File: src/hdl/gwcp_pkg.sv
// Package for the grid work chunk partitioner.
// Holds the fixed field widths, derived constants and the payload structs.
// No dependencies; every other file of the block imports it.
`default_nettype none

package gwcp_pkg;

  // Field widths and limits of the block.
  localparam int AXIS_BITS    = 16;
  localparam int MAX_WORKERS  = 16;
  localparam int RESULT_LIMIT = 63;
  localparam int WORKER_W     = 5;
  localparam int DIM_W        = 2;

  // Derived widths.
  localparam int PLANE_W = 2 * AXIS_BITS;
  localparam int TOT_W   = 3 * AXIS_BITS;
  localparam int CNT_W   = $clog2(TOT_W + 1);
  localparam int DIV2_W  = $clog2(2 * MAX_WORKERS + 1);
  localparam int RES_W   = $clog2(RESULT_LIMIT + 1);

  // Reset value of the worker count register.
  localparam logic [WORKER_W-1:0] WORKER_RESET = WORKER_W'(4);

  // Dimension codes.
  localparam logic [DIM_W-1:0] DIM_NONE = 2'd0;
  localparam logic [DIM_W-1:0] DIM_1D   = 2'd1;
  localparam logic [DIM_W-1:0] DIM_2D   = 2'd2;
  localparam logic [DIM_W-1:0] DIM_3D   = 2'd3;

  // One launch request.
  typedef struct packed {
    logic [DIM_W-1:0]     dim_count;
    logic [AXIS_BITS-1:0] x_lo;
    logic [AXIS_BITS-1:0] x_hi;
    logic [AXIS_BITS-1:0] y_lo;
    logic [AXIS_BITS-1:0] y_hi;
    logic [AXIS_BITS-1:0] z_lo;
    logic [AXIS_BITS-1:0] z_hi;
  } gwcp_in_t;

  // One chunk result.
  typedef struct packed {
    logic [AXIS_BITS-1:0] chunk_x_first;
    logic [AXIS_BITS-1:0] chunk_x_end;
    logic [AXIS_BITS-1:0] chunk_y_first;
    logic [AXIS_BITS-1:0] chunk_y_end;
    logic [AXIS_BITS-1:0] chunk_z_first;
    logic [AXIS_BITS-1:0] chunk_z_end;
    logic                 final_chunk;
  } gwcp_out_t;

endpackage

`default_nettype wire

File: src/hdl/grid_work_chunk_partitioner_top.sv
// Top level of the grid work chunk partitioner.
// Serial multiplier, chunk-size divider and coordinate divider with their control.
// Depends on gwcp_pkg.
//
// Usage:
//   The in_ channel takes one launch request (dimension count and a start and
//   exclusive end bound per axis). The block answers with one out_ item per
//   chunk of the linear range; the last one has final_chunk set. A launch with
//   zero dimensions or an empty grid gives no item. The cfg_ channel writes the
//   worker count; it is always ready and is meant to be written while idle.
//   The axis product is formed in a shift-add multiplier, the chunk size in
//   a radix-2 divider by 2*workers, then each chunk end is converted by
//   coordinate divisions (none in 1D, one in 2D, two in 3D) in a restoring
//   divider that yields one quotient bit per cycle. in_ready is high only
//   while no launch is in progress. A finished item waits in the output
//   register while the next chunk is computed; a stalled receiver holds the
//   block only at the point where the next item would be written. Reset
//   (rst_n low, synchronous) drops any launch and pending item and sets the
//   worker count to 4.
`default_nettype none

module grid_work_chunk_partitioner_top (
  input  wire                          clk,
  input  wire                          rst_n,
  input  wire                          in_valid,
  output logic                         in_ready,
  input  wire gwcp_pkg::gwcp_in_t      in_data,
  output logic                         out_valid,
  input  wire                          out_ready,
  output gwcp_pkg::gwcp_out_t          out_data,
  input  wire                          cfg_valid,
  output logic                         cfg_ready,
  input  wire [gwcp_pkg::WORKER_W-1:0] cfg_data
);

  import gwcp_pkg::*;

  typedef enum logic [7:0] {
    S_IDLE = 8'b0000_0001,
    S_MUL1 = 8'b0000_0010,
    S_MUL2 = 8'b0000_0100,
    S_CDIV = 8'b0000_1000,
    S_STEP = 8'b0001_0000,
    S_DIVA = 8'b0010_0000,
    S_DIVB = 8'b0100_0000,
    S_EMIT = 8'b1000_0000
  } state_t;

  // Extent of one axis; a reversed axis counts as empty.
  function automatic logic [AXIS_BITS-1:0] span(input logic [AXIS_BITS-1:0] lo,
                                                input logic [AXIS_BITS-1:0] hi);
    span = (hi >= lo) ? (hi - lo) : '0;
  endfunction

  // Control registers.
  state_t              state_r, state_nxt;
  logic                out_valid_r, out_valid_nxt;
  logic [WORKER_W-1:0] worker_r, worker_nxt;

  // Datapath registers.
  logic [DIM_W-1:0]     dims_r, dims_nxt;
  logic [AXIS_BITS-1:0] ex_r, ex_nxt;
  logic [AXIS_BITS-1:0] ez_r, ez_nxt;
  logic [PLANE_W-1:0]   plane_r, plane_nxt;
  logic [TOT_W-1:0]     total_r, total_nxt;
  logic [TOT_W-1:0]     acc_r, acc_nxt;
  logic [TOT_W-1:0]     mcand_r, mcand_nxt;
  logic [AXIS_BITS-1:0] mplier_r, mplier_nxt;
  logic [CNT_W-1:0]     cnt_r, cnt_nxt;
  logic [DIV2_W-1:0]    crem_r, crem_nxt;
  logic [TOT_W-1:0]     chunk_r, chunk_nxt;
  logic [TOT_W-1:0]     pos_r, pos_nxt;
  logic [TOT_W-1:0]     end_r, end_nxt;
  logic                 last_r, last_nxt;
  logic [RES_W-1:0]     nres_r, nres_nxt;
  logic [TOT_W-1:0]     rem_r, rem_nxt;
  logic [TOT_W-1:0]     dsh_r, dsh_nxt;
  logic [AXIS_BITS-1:0] q_r, q_nxt;
  logic [AXIS_BITS-1:0] xs_r, xs_nxt, ys_r, ys_nxt, zs_r, zs_nxt;
  logic [AXIS_BITS-1:0] xe_r, xe_nxt, ye_r, ye_nxt, ze_r, ze_nxt;
  gwcp_out_t            out_r, out_nxt;

  // Combinational helpers.
  logic                 in_fire;
  logic [AXIS_BITS-1:0] in_ex, in_ey, in_ez;
  logic [TOT_W-1:0]     acc_sum;
  logic [DIV2_W:0]      ctrial;
  logic [DIV2_W:0]      cdivisor;
  logic                 cge;
  logic [TOT_W-1:0]     cq;
  logic                 dge;
  logic [TOT_W-1:0]     rem_step;
  logic [AXIS_BITS-1:0] q_step;
  logic [TOT_W-1:0]     rest;
  logic                 step_last;
  logic [TOT_W-1:0]     step_end;
  logic [WORKER_W-1:0]  w_clamp;
  logic                 mul_done, cdiv_done, div_done, emit_ok;

  assign in_ready  = (state_r == S_IDLE);
  assign cfg_ready = 1'b1;
  assign out_valid = out_valid_r;
  assign out_data  = out_r;
  assign in_fire   = in_valid && in_ready;

  // Axis extents of the incoming launch; unused axes count as one.
  always_comb begin
    in_ex = span(in_data.x_lo, in_data.x_hi);
    in_ey = (in_data.dim_count >= DIM_2D) ? span(in_data.y_lo, in_data.y_hi)
                                          : AXIS_BITS'(1);
    in_ez = (in_data.dim_count == DIM_3D) ? span(in_data.z_lo, in_data.z_hi)
                                          : AXIS_BITS'(1);
  end

  // Clamped worker count and the chunk-size divisor of twice that.
  always_comb begin
    if (worker_r == '0) begin
      w_clamp = WORKER_W'(1);
    end else if (worker_r > WORKER_W'(MAX_WORKERS)) begin
      w_clamp = WORKER_W'(MAX_WORKERS);
    end else begin
      w_clamp = worker_r;
    end
    cdivisor = {(DIV2_W + 1 - WORKER_W)'(0), w_clamp} << 1;
  end

  // Shift-add multiplier step, radix-2 chunk divider step, restoring divider step.
  always_comb begin
    acc_sum  = acc_r + (mplier_r[0] ? mcand_r : '0);
    ctrial   = {crem_r, acc_r[TOT_W-1]};
    cge      = (ctrial >= cdivisor);
    cq       = {chunk_r[TOT_W-2:0], cge};
    dge      = (rem_r >= dsh_r);
    rem_step = dge ? (rem_r - dsh_r) : rem_r;
    q_step   = {q_r[AXIS_BITS-2:0], dge};
    mul_done  = (cnt_r == CNT_W'(AXIS_BITS - 1));
    div_done  = (cnt_r == CNT_W'(AXIS_BITS - 1));
    cdiv_done = (cnt_r == CNT_W'(TOT_W - 1));
  end

  // End of the current chunk, clipped to the total.
  always_comb begin
    rest      = total_r - pos_r;
    step_last = (chunk_r >= rest);
    step_end  = step_last ? total_r : (pos_r + chunk_r);
  end

  assign emit_ok = !out_valid_r || out_ready;

  // Next-state logic of the sequencer and its datapath.
  always_comb begin
    state_nxt     = state_r;
    out_valid_nxt = out_valid_r;
    worker_nxt    = worker_r;
    dims_nxt      = dims_r;
    ex_nxt        = ex_r;
    ez_nxt        = ez_r;
    plane_nxt     = plane_r;
    total_nxt     = total_r;
    acc_nxt       = acc_r;
    mcand_nxt     = mcand_r;
    mplier_nxt    = mplier_r;
    cnt_nxt       = cnt_r;
    crem_nxt      = crem_r;
    chunk_nxt     = chunk_r;
    pos_nxt       = pos_r;
    end_nxt       = end_r;
    last_nxt      = last_r;
    nres_nxt      = nres_r;
    rem_nxt       = rem_r;
    dsh_nxt       = dsh_r;
    q_nxt         = q_r;
    xs_nxt        = xs_r;
    ys_nxt        = ys_r;
    zs_nxt        = zs_r;
    xe_nxt        = xe_r;
    ye_nxt        = ye_r;
    ze_nxt        = ze_r;
    out_nxt       = out_r;

    if (cfg_valid && cfg_ready) begin
      worker_nxt = cfg_data;
    end

    // The receiver drains the output register.
    if (out_valid_r && out_ready) begin
      out_valid_nxt = 1'b0;
    end

    case (state_r)
      S_IDLE: begin
        if (in_fire) begin
          dims_nxt   = in_data.dim_count;
          ex_nxt     = in_ex;
          ez_nxt     = in_ez;
          acc_nxt    = '0;
          mcand_nxt  = TOT_W'(in_ex);
          mplier_nxt = in_ey;
          cnt_nxt    = '0;
          state_nxt  = (in_data.dim_count == DIM_NONE) ? S_IDLE : S_MUL1;
        end
      end

      // Plane size ex * ey.
      S_MUL1: begin
        acc_nxt    = acc_sum;
        mcand_nxt  = mcand_r << 1;
        mplier_nxt = mplier_r >> 1;
        cnt_nxt    = cnt_r + CNT_W'(1);
        if (mul_done) begin
          plane_nxt  = acc_sum[PLANE_W-1:0];
          acc_nxt    = '0;
          mcand_nxt  = acc_sum;
          mplier_nxt = ez_r;
          cnt_nxt    = '0;
          state_nxt  = S_MUL2;
        end
      end

      // Total size plane * ez.
      S_MUL2: begin
        acc_nxt    = acc_sum;
        mcand_nxt  = mcand_r << 1;
        mplier_nxt = mplier_r >> 1;
        cnt_nxt    = cnt_r + CNT_W'(1);
        if (mul_done) begin
          total_nxt = acc_sum;
          crem_nxt  = '0;
          chunk_nxt = '0;
          cnt_nxt   = '0;
          state_nxt = (acc_sum == '0) ? S_IDLE : S_CDIV;
        end
      end

      // Chunk size: total divided by twice the clamped worker count, at least one, one bit a cycle.
      S_CDIV: begin
        acc_nxt   = acc_r << 1;
        crem_nxt  = cge ? DIV2_W'(ctrial - cdivisor) : ctrial[DIV2_W-1:0];
        chunk_nxt = cq;
        cnt_nxt   = cnt_r + CNT_W'(1);
        if (cdiv_done) begin
          chunk_nxt = (cq == '0) ? TOT_W'(1) : cq;
          pos_nxt   = '0;
          nres_nxt  = '0;
          xs_nxt    = '0;
          ys_nxt    = '0;
          zs_nxt    = '0;
          state_nxt = S_STEP;
        end
      end

      // Next chunk end; start its coordinate conversion.
      S_STEP: begin
        end_nxt  = step_end;
        last_nxt = step_last || (nres_r == RES_W'(RESULT_LIMIT - 1));
        q_nxt    = '0;
        cnt_nxt  = '0;
        rem_nxt  = step_end;
        xe_nxt   = step_end[AXIS_BITS-1:0];
        ye_nxt   = '0;
        ze_nxt   = '0;
        case (dims_r)
          DIM_3D: begin
            dsh_nxt   = {{AXIS_BITS{1'b0}}, plane_r} << (AXIS_BITS - 1);
            state_nxt = S_DIVA;
          end
          DIM_2D: begin
            dsh_nxt   = {{PLANE_W{1'b0}}, ex_r} << (AXIS_BITS - 1);
            state_nxt = S_DIVB;
          end
          default: begin
            state_nxt = S_EMIT;
          end
        endcase
      end

      // z = end / plane; the remainder goes on to the y and x division.
      S_DIVA: begin
        rem_nxt = rem_step;
        q_nxt   = q_step;
        dsh_nxt = dsh_r >> 1;
        cnt_nxt = cnt_r + CNT_W'(1);
        if (div_done) begin
          ze_nxt    = q_step;
          q_nxt     = '0;
          cnt_nxt   = '0;
          dsh_nxt   = {{PLANE_W{1'b0}}, ex_r} << (AXIS_BITS - 1);
          state_nxt = S_DIVB;
        end
      end

      // y = value / ex, x = value % ex.
      S_DIVB: begin
        rem_nxt = rem_step;
        q_nxt   = q_step;
        dsh_nxt = dsh_r >> 1;
        cnt_nxt = cnt_r + CNT_W'(1);
        if (div_done) begin
          ye_nxt    = q_step;
          xe_nxt    = rem_step[AXIS_BITS-1:0];
          state_nxt = S_EMIT;
        end
      end

      // Write the item once the output register is free.
      S_EMIT: begin
        if (emit_ok) begin
          out_valid_nxt         = 1'b1;
          out_nxt.chunk_x_first = xs_r;
          out_nxt.chunk_x_end   = xe_r;
          out_nxt.chunk_y_first = ys_r;
          out_nxt.chunk_y_end   = ye_r;
          out_nxt.chunk_z_first = zs_r;
          out_nxt.chunk_z_end   = ze_r;
          out_nxt.final_chunk   = last_r;
          xs_nxt    = xe_r;
          ys_nxt    = ye_r;
          zs_nxt    = ze_r;
          pos_nxt   = end_r;
          nres_nxt  = nres_r + RES_W'(1);
          state_nxt = last_r ? S_IDLE : S_STEP;
        end
      end

      default: begin
        state_nxt = S_IDLE;
      end
    endcase
  end

  // Control registers with reset.
  always_ff @(posedge clk) begin
    if (!rst_n) begin
      state_r     <= S_IDLE;
      out_valid_r <= 1'b0;
      worker_r    <= WORKER_RESET;
    end else begin
      state_r     <= state_nxt;
      out_valid_r <= out_valid_nxt;
      worker_r    <= worker_nxt;
    end
  end

  // Datapath registers.
  always_ff @(posedge clk) begin
    dims_r   <= dims_nxt;
    ex_r     <= ex_nxt;
    ez_r     <= ez_nxt;
    plane_r  <= plane_nxt;
    total_r  <= total_nxt;
    acc_r    <= acc_nxt;
    mcand_r  <= mcand_nxt;
    mplier_r <= mplier_nxt;
    cnt_r    <= cnt_nxt;
    crem_r   <= crem_nxt;
    chunk_r  <= chunk_nxt;
    pos_r    <= pos_nxt;
    end_r    <= end_nxt;
    last_r   <= last_nxt;
    nres_r   <= nres_nxt;
    rem_r    <= rem_nxt;
    dsh_r    <= dsh_nxt;
    q_r      <= q_nxt;
    xs_r     <= xs_nxt;
    ys_r     <= ys_nxt;
    zs_r     <= zs_nxt;
    xe_r     <= xe_nxt;
    ye_r     <= ye_nxt;
    ze_r     <= ze_nxt;
    out_r    <= out_nxt;
  end

endmodule

`default_nettype wire

File: config.mk
export PLATFORM = sky130hd
export DESIGN_NAME = grid_work_chunk_partitioner_top
export DESIGN_NICKNAME = d
export VERILOG_FILES = /design/src/hdl/gwcp_pkg.sv /design/src/hdl/grid_work_chunk_partitioner_top.sv
export SDC_FILE = /design/constraint.sdc
export NUM_CORES = 1
export LEC_CHECK = 0
export BUFFER_PORTS_ARGS = -buffer_cell sky130_fd_sc_hd__buf_4
export CORE_AREA = 3 3 407 288
export CTS_CLUSTER_SIZE = 20
export DETAILED_ROUTE_END_ITERATION = 10
export DIE_AREA = 0 0 410 291
export SLEW_MARGIN = 5
export SYNTH_ARGS = -nofsm -noshare
export SYNTH_HDL_FRONTEND = slang
export SYNTH_SLANG_ARGS = --single-unit
File: constraint.sdc
create_clock -name clk -period 9.35 [get_ports clk]
set_input_delay 0.4675 -clock clk [delete_from_list [all_inputs] [get_ports clk]]
set_output_delay 0.4675 -clock clk [all_outputs]
set_load 0.005 [all_outputs]
==> results of run 1 <==
## power by group through the flow
stage	registers, mW	logic, mW	clock network [mW]
floorplan	4.02	1.40	0
global placement	4.05	2.30	0
detailed placement	4.05	2.31	0
CTS	3.98	2.32	2.85
global route	4.01	2.56	2.98
finish	3.99	2.37	2.80
## cells in the mapped netlist (10+ instances only)
master and n:
edfxtp_1 692, ha_1 292, a21oi_1 262, inv_1 260
and2_1 257, o21ai_0 187, nand2_1 186, nor2_1 184
a21o_1 137, xnor2_1 106, clkbuf_1 97, xor2_1 94
a22o_1 81, nand3_1 71, mux2i_1 58, nor2b_1 54
nor3_1 44, nand4_1 40, nand2b_1 37, mux2_2 33
a22oi_1 28, and3_1 27, o21a_1 27, o21bai_1 27
a31oi_1 26, nor4_1 21, o31ai_1 20, a222oi_1 16
dfxtp_1 14, and4_1 12, buf_2 12, or2_2 11
or3_1 11, a211o_1 10, a21boi_0 10
## flip-flops by register name, summed over array words and instances, names as in the netlist, 32 cells and up
signal and flops:
end_r 48, rem_r 48, pos_r 48, mcand_r 48, plane_r 32, chunk_r 48, dsh_r 47, out_data 97
total_r 48, acc_r 48
## layout make-up
class / instances / area, um2 / share of cell area (%)
repair buffers: 248 / 1860 / 4.02
diodes: 1 / 2.50 / 0.00539
clock inverters: 36 / 343 / 0.738
multi-input cells: 2555 / 18400 / 39.7
well taps: 1522 / 1900 / 4.10
flip-flops and latches: 706 / 21100 / 45.4
clock buffers: 89 / 1850 / 3.99
inverters: 261 / 981 / 2.11
## metal layers
| layer | up-vias | global-route usage [%] |
|---|---|---|
| met2 | 1104 | 22.9 |
| li1 | 13927 | - |
| met3 | 101 | 5.88 |
| met1 | 14171 | 32.3 |
| met5 | - | 0 |
| met4 | 2 | 3.24 |
## kinds of logic after synthesis
| logic type | Yosys count | share of synthesized area (%) |
|---|---|---|
| fa+ha+maj | 300 | 9.35 |
| flops | 706 | 51.6 |
| buf+inv | 373 | 3.48 |
| simple gates | 1005 | 13.2 |
| xor+xnor | 200 | 4.29 |
| mux | 91 | 2.33 |
| other cells | 1 | 0.00919 |
| compound gates | 958 | 15.7 |
## per-stage QoR
step / std cells / hold slack [ps] / setup slack (ps) / util (%) / area, um2
finish: 5418 / 63.8 / 1860 / 41.1 / 46400
global route: 5418 / 23.2 / 1400 / 41.1 / 46400
CTS: 5417 / 17.9 / 1970 / 41.1 / 46400
detailed placement: 5291 / 405 / 2030 / 39.1 / 44200
global placement: 5291 / 401 / 2100 / 39.1 / 44200
floorplan: 3634 / 400 / 2580 / - / 40800
## cell usage in the layout (no fill, tap or decap), types with 17 or more instances in the layout
cell type  netlist  final
edfxtp_1       692    692
a21oi_1        262    259
nor2_1         184    181
o21ai_0        187    186
nand2_1        186    185
nor2b_1         54     54
nand2b_1        37     37
buf_4            1    247
a22o_1          81     81
o21a_1          27     27
and3_1          27     26
clkbuf_1        97     17
ha_1           292    292
o21bai_1        27     27
mux2i_1         58     58
and2_1         257    255
a31oi_1         26     26
a22oi_1         28     28
a21o_1         137    137
o31ai_1         20     20
nor4_1          21     21
inv_1          260    258
nand3_1         71     71
clkbuf_16        0     71
nand4_1         40     40
mux2_2          33     33
nor3_1          44     44
xor2_1          94     94
xnor2_1        106    106
## worst paths after layout
path,slack (ps),cells past startpoint,start,endpoint
max,1860,31,total_r[0],rem_r[18]
min,60,2,rst_n,worker_r[2]
max reg2reg,1860,31,total_r[0],rem_r[18]
min reg2reg,410,0,zs_r[11],out_data[28]
==> metrics.yaml, run 1 <==
power:
  power_mw: 9.15
  p_comb_share_pct: 25.9
  power_switching_share_pct: 33.2
  p_leak_nw: 18.9
  p_switching_mw: 3.04
  p_seq_share_pct: 43.6
  pwr-share-clk_pct: 30.6
  p_int_mw: 6.11
  vdd_drop_max_mv: 0.169
  power.density_nw_per_um2: 197
global_route:
  overflow: 0
  antenna_found_initial: 4
  grt_pass1_wl_um: 175000
  track_usage_pct: 19.1
  first_global_vias: 27306
  grt_max_degree: 101
clocking:
  tritoncts: "yes"
  ctsHoldBuffers: 1
  clk_pin_slew_ps: 70
  cts_root_buffer: "clkbuf_16"
  cts.sinks: 706
  postCtsSetupRepairBufs: 0
  numCtsBuffers: 70
  h-tree-depth: 3
  clock_path_buffers: 3
  clk_latency_ps: 670
  post_cts_resized: 0
route:
  detail_route.first_pass.iterations: 7
  via_count: 29305
  first_iter_violations: 3136
  wl_um: 117000
  met1_length_um: 61500
  dr_wl_met2_um: 41500
  dr_wl_met3_um: 12300
  wl_per_cell_um: 21.6
  drc: 0
  highest_layer: "met5"
  vias_per_cell: 5.41
  postRouteAntennaNets: 0
outcome:
  status: "finished, final reports clean"
sta:
  final.setup_skew_ps: 32.7
  hold_violations: 0
  setup_tns_ps: 0
  max-slew-margin-rel_pct: 11.8
  post-route-min-period_ps: 7490
  rsz0062_at_grt: "no"
  period_share_pct: 80.1
  fmax_mhz: 134
  drv_slew: 0
  setup_viol: 0
  worstMarginPinSlew_ps: 1310
die:
  ios: 208
  start_util_pct: 36.1
  die-area_um2: 119000
  std_cell_rows: 103
  core_um2: 113000
  die_w_um: 410
  die_h_um: 291
worst_setup_path:
  slowest_stage: "buf_4"
  critical-path-top-delay-family: "compound AO/OA/AOI/OAI gates"
  path_max_fanout: 33
  cp.required_ps: 9710
  cp.arrival_ps: 7850
  worstSetupPathType: "flip-flop to flip-flop"
  start_kind: "flip-flop"
  path_buf_inv: 3
  slowest_delay_ps: 590
  cp_common_cell: "a21oi_1"
  worst_setup_path_end_kind: "flip-flop"
finish:
  fill_cells: 10764
  fin_nets: 4250
  syn_to_final_growth_pct: 13.8
  drive_gt1_share_pct: 11.6
place:
  port_buffers: 206
  globalplace.congestion: 0.912
  hpwl_um: 87600
synth:
  ys_dominant_reg_cell: "edfxtp_1"
  syn_avg_cell_area_um2: 11.2
  synth-seq-area-share_pct: 51.6
  syn_nets: 4042
  synth_cell_type_count: 95
  synth_area_leaders: "edfxtp_1 51%, ha_1 9.0%, and2_1 3.9%"
  synth_cells: 3634
  ys_ff_latch: 706
  yosysWarnings: 0
  yosysTopAreaCell: "edfxtp_1"
  synth_edf_count: 692
  syn_area_um2: 40800
  yosysTopAreaCellShare_pct: 50.9
  synthArstFlopShare_pct: 0
hold_path:
  worstHoldPathType: "input port to flip-flop"
run:
  drv_cap: 0
No activity file was read; power rests on OpenSTA's default activity.
==> run 2: changes to the inputs <==
--- a/config.mk
+++ b/config.mk
@@ -5,11 +5,12 @@
 export SDC_FILE = /design/constraint.sdc
 export NUM_CORES = 1
 export LEC_CHECK = 0
+export ABC_AREA = 1
 export BUFFER_PORTS_ARGS = -buffer_cell sky130_fd_sc_hd__buf_4
-export CORE_AREA = 3 3 407 288
+export CORE_AREA = 3 3 424 300
 export CTS_CLUSTER_SIZE = 20
 export DETAILED_ROUTE_END_ITERATION = 10
-export DIE_AREA = 0 0 410 291
+export DIE_AREA = 0 0 427 303
 export SLEW_MARGIN = 5
 export SYNTH_ARGS = -nofsm -noshare
 export SYNTH_HDL_FRONTEND = slang
==> constraint.sdc (replaced) <==
create_clock -name clk -period 6.5 [get_ports clk]
set_input_delay 0.325 -clock clk [delete_from_list [all_inputs] [get_ports clk]]
set_output_delay 0.325 -clock clk [all_outputs]
set_load 0.005 [all_outputs]
==> run 2 against run 1 <==
Compared with the run above: non-clock buffer count rose by 10; combinational power rose to 2.5 times the previous value; synthesized cell count rose by 43%.
==> metrics.yaml, run 2 <==
outcome:
  status: "finished, final reports clean"
worst_setup_path:
  r2r_end: "rem_r[32]"
  cp.arrival_ps: 5880  # -1970 ps
  slowest_stage: "fa_1"
  slowest_delay_ps: 610  # +20 ps
  r2r_cells: 22  # -29%
  path_max_fanout: 21  # -36%
  start_kind: "flip-flop"
  path_buf_inv: 3  # unchanged
  worstSetupPathType: "flip-flop to flip-flop"
  ff2ff_setup_slack_ps: 1030  # -830 ps
  path_cells: "fa_1 > nand3_1 > nand2_1 > a21oi_1 > inv_1 > a21oi_1 > o21a_1 > o21ai_0 > nand4_1 > nand3_1 > xor2_1 > ha_1 > nand2_1 > nor4_2 > nor4b_4 > nand2_1 > and3_4 > nand2_4 > inv_2 > buf_4 > o21ai_0 > o21ai_0"
  worst_setup_path_end_kind: "flip-flop"
  cp.required_ps: 6910  # -2800 ps
  rr_startpoint: "total_r[1]"
  critical-path-top-delay-family: "simple AND/OR/NAND/NOR gates"
global_route:
  grt_pass1_wl_um: 219000  # +25%
  first_global_vias: 34602  # +27%
  grt_max_degree: 74  # -27%
  antenna_found_initial: 10  # +6
  track_usage_pct: 22.4  # +3.2 points
  overflow: 0  # unchanged
sta:
  fmax_mhz: 183  # +37%
  hold_violations: 0  # unchanged
  drv_slew: 0  # unchanged
  final.setup_skew_ps: 36.9  # +4.23 ps
  post-route-min-period_ps: 5470  # -2020 ps
  holdWs_ps: 54.0  # -9.81 ps
  max-slew-margin-rel_pct: 21.7  # +9.9 points
  rsz0062_at_grt: "no"
  setup_tns_ps: 0  # unchanged
  setup_viol: 0  # unchanged
  period_share_pct: 84.2  # +4.1 points
  worstMarginPinSlew_ps: 1170  # -136 ps
clocking:
  clk_latency_ps: 680  # about the same
  postCtsSetupRepairBufs: 0  # unchanged
  numCtsBuffers: 75  # +7.1%
  ctsHoldBuffers: 18  # +17
  h-tree-depth: 3  # unchanged
  clk_pin_slew_ps: 70  # about the same
  post_cts_resized: 0  # unchanged
  cts.sinks: 706  # unchanged
  cts_root_buffer: "clkbuf_16"
  clock_path_buffers: 3  # unchanged
  tritoncts: "yes"
finish:
  final_cell_mix: "1099 x nand2_1, 868 x inv_1, 692 x edfxtp_1"
  syn_to_final_growth_pct: 13.7
  fin_nets: 5859  # +38%
  largest_register_ffs: 97  # unchanged
  drive_gt1_share_pct: 8.31  # -3.3 points
  final_common_cell: "nand2_1"
  final_util_pct: 40.9  # -0.21 points
place:
  globalplace.congestion: 0.999  # +9.5%
  hpwl_um: 116000  # +32%
  port_buffers: 206  # unchanged
synth:
  ys_ff_latch: 706  # unchanged
  syn_nets: 5616  # +39%
  synth.most_common_cell: "nand2_1"
  yosysTopAreaCellShare_pct: 46.8  # -4.1 points
  syn_avg_cell_area_um2: 8.53  # -24%
  synthArstFlopShare_pct: 0  # unchanged
  synth_edf_count: 692  # unchanged
  yosysWarnings: 0  # unchanged
  yosysTopAreaCell: "edfxtp_1"
  synth_cells: 5208  # +43%
  ys_dominant_reg_cell: "edfxtp_1"
  synth_cell_type_count: 76  # -20%
  synthTopCellsByCount: "1102 x nand2_1, 871 x inv_1, 692 x edfxtp_1, 604 x nor2_1, 361 x a21oi_1"
  synth_area_leaders: "edfxtp_1 47%, nand2_1 9.3%, ha_1 8.2%"
  syn_area_um2: 44400  # +8.9%
  synth-seq-area-share_pct: 47.4  # -4.2 points
power:
  p_seq_share_pct: 37.5  # -6.1 points
  vdd_drop_max_mv: 0.301  # +78%
  power.density_nw_per_um2: 324  # +64%
  pwr-share-clk_pct: 25.8  # -4.8 points
  p_comb_share_pct: 36.7  # +11 points
  power_switching_share_pct: 41.5  # +8.3 points
  p_switching_mw: 6.80  # +120%
  p_leak_nw: 22.9  # +21%
  power_mw: 16.4  # +79%
  p_int_mw: 9.57  # +57%
route:
  postRouteAntennaNets: 0  # unchanged
  via_count: 37390  # +28%
  wl_per_cell_um: 20.6  # -4.8%
  vias_per_cell: 5.22  # -3.5%
  first_iter_violations: 4306  # +37%
  wl_um: 147000  # +26%
  detail_route.first_pass.iterations: 6  # -1
  drc: 0  # unchanged
die:
  start_util_pct: 36.0  # -0.14 points
  die_w_um: 427  # +4.1%
  die-area_um2: 129000  # +8.4%
  ios: 208  # unchanged
  std_cell_rows: 108  # +4.9%
  core_um2: 124000  # +9.3%
  die_h_um: 303  # +4.1%
hold_path:
  hp-start: "in_valid"
  min_to: "state_r[0]"
  worstHoldPathType: "input port to flip-flop"
  whs_path_depth: 4  # +2
run:
  drv_cap: 0  # unchanged
-- run 2: cell count changes in the layout (fill, tap and decap cells not counted), moves of 116 or more --
| cell | change |
|---|---|
| a21o_1 | -116 |
| and2_1 | -245 |
| inv_1 | +610 |
| nand2_1 | +914 |
| nor2_1 | +415 |
| o21ai_0 | +136 |
-- run 2: final cells by class --
| class | instances | area (um2) |
|---|---|---|
| diodes | 6 | 15.0 |
| clock buffers | 95 | 2020 |
| clock inverters | 40 | 312 |
| fillers | 12454 | 73000 |
| inverters | 880 | 3300 |
| multi-input cells | 3530 | 19700 |
| flip-flops and latches | 706 | 21100 |
| well taps | 1650 | 2060 |
| repair buffers | 258 | 1990 |
-- run 2: routing by layer --
metal  vias to the layer above  wire [um]  track usage, %  share of wire [%]
li1                      17884          -               -                  -
met1                     17769      72400            36.0                 49
met2                      1564      57100            29.9                 39
met3                       167      15000            4.86                 10
met4                         6       2930            4.74                2.0
met5                         -         41               0              0.028
-- run 2: cells by family after synthesis --
family	after synthesis	synth area share, %
buffers and inverters	972	8.46
AND/OR/NAND/NOR	2086	19.5
flip-flops	706	47.4
adder cells (fa/ha/maj)	300	8.59
other	1	0.00844
AO/OA/AOI/OAI	969	12.5
multiplexers	16	0.361
XOR/XNOR	158	3.17
-- run 2: per-stage QoR --
step,cell area [um2],cells,setup WS [ps]
3_5_place_dp,47900,7006,1010
3_3_place_gp,47900,7006,1180
4_1_cts,50500,7159,1020
2_1_floorplan,44400,5208,274
6_report,50500,7165,1030
5_1_grt,50500,7159,620
-- run 2: how the worst max path moves through the flow --
| stage | start | to | cells past startpoint |
|---|---|---|---|
| after floorplan | state_r[2] | dsh_r[0] | 9 |
| after global placement | total_r[0] | rem_r[38] | 26 |
| after detailed placement | total_r[0] | rem_r[32] | 25 |
| after CTS | total_r[0] | rem_r[32] | 25 |
| after global routing | total_r[0] | rem_r[32] | 25 |
| final | total_r[1] | rem_r[32] | 22 |
-- run 2: worst min-delay path: stages --
cell and delay [ps]:
buf_4 100, nor2_1 90, nor2_1 90, nand2_1 50
-- run 2: power by group through the flow --
stage,clock (mW),combinational [mW],sequential (mW)
after floorplan,0,3.24,6.15
after global placement,0,5.79,6.22
after detailed placement,0,5.83,6.22
after CTS,4.31,5.85,6.14
after global routing,4.49,6.44,6.19
final,4.23,6.00,6.14
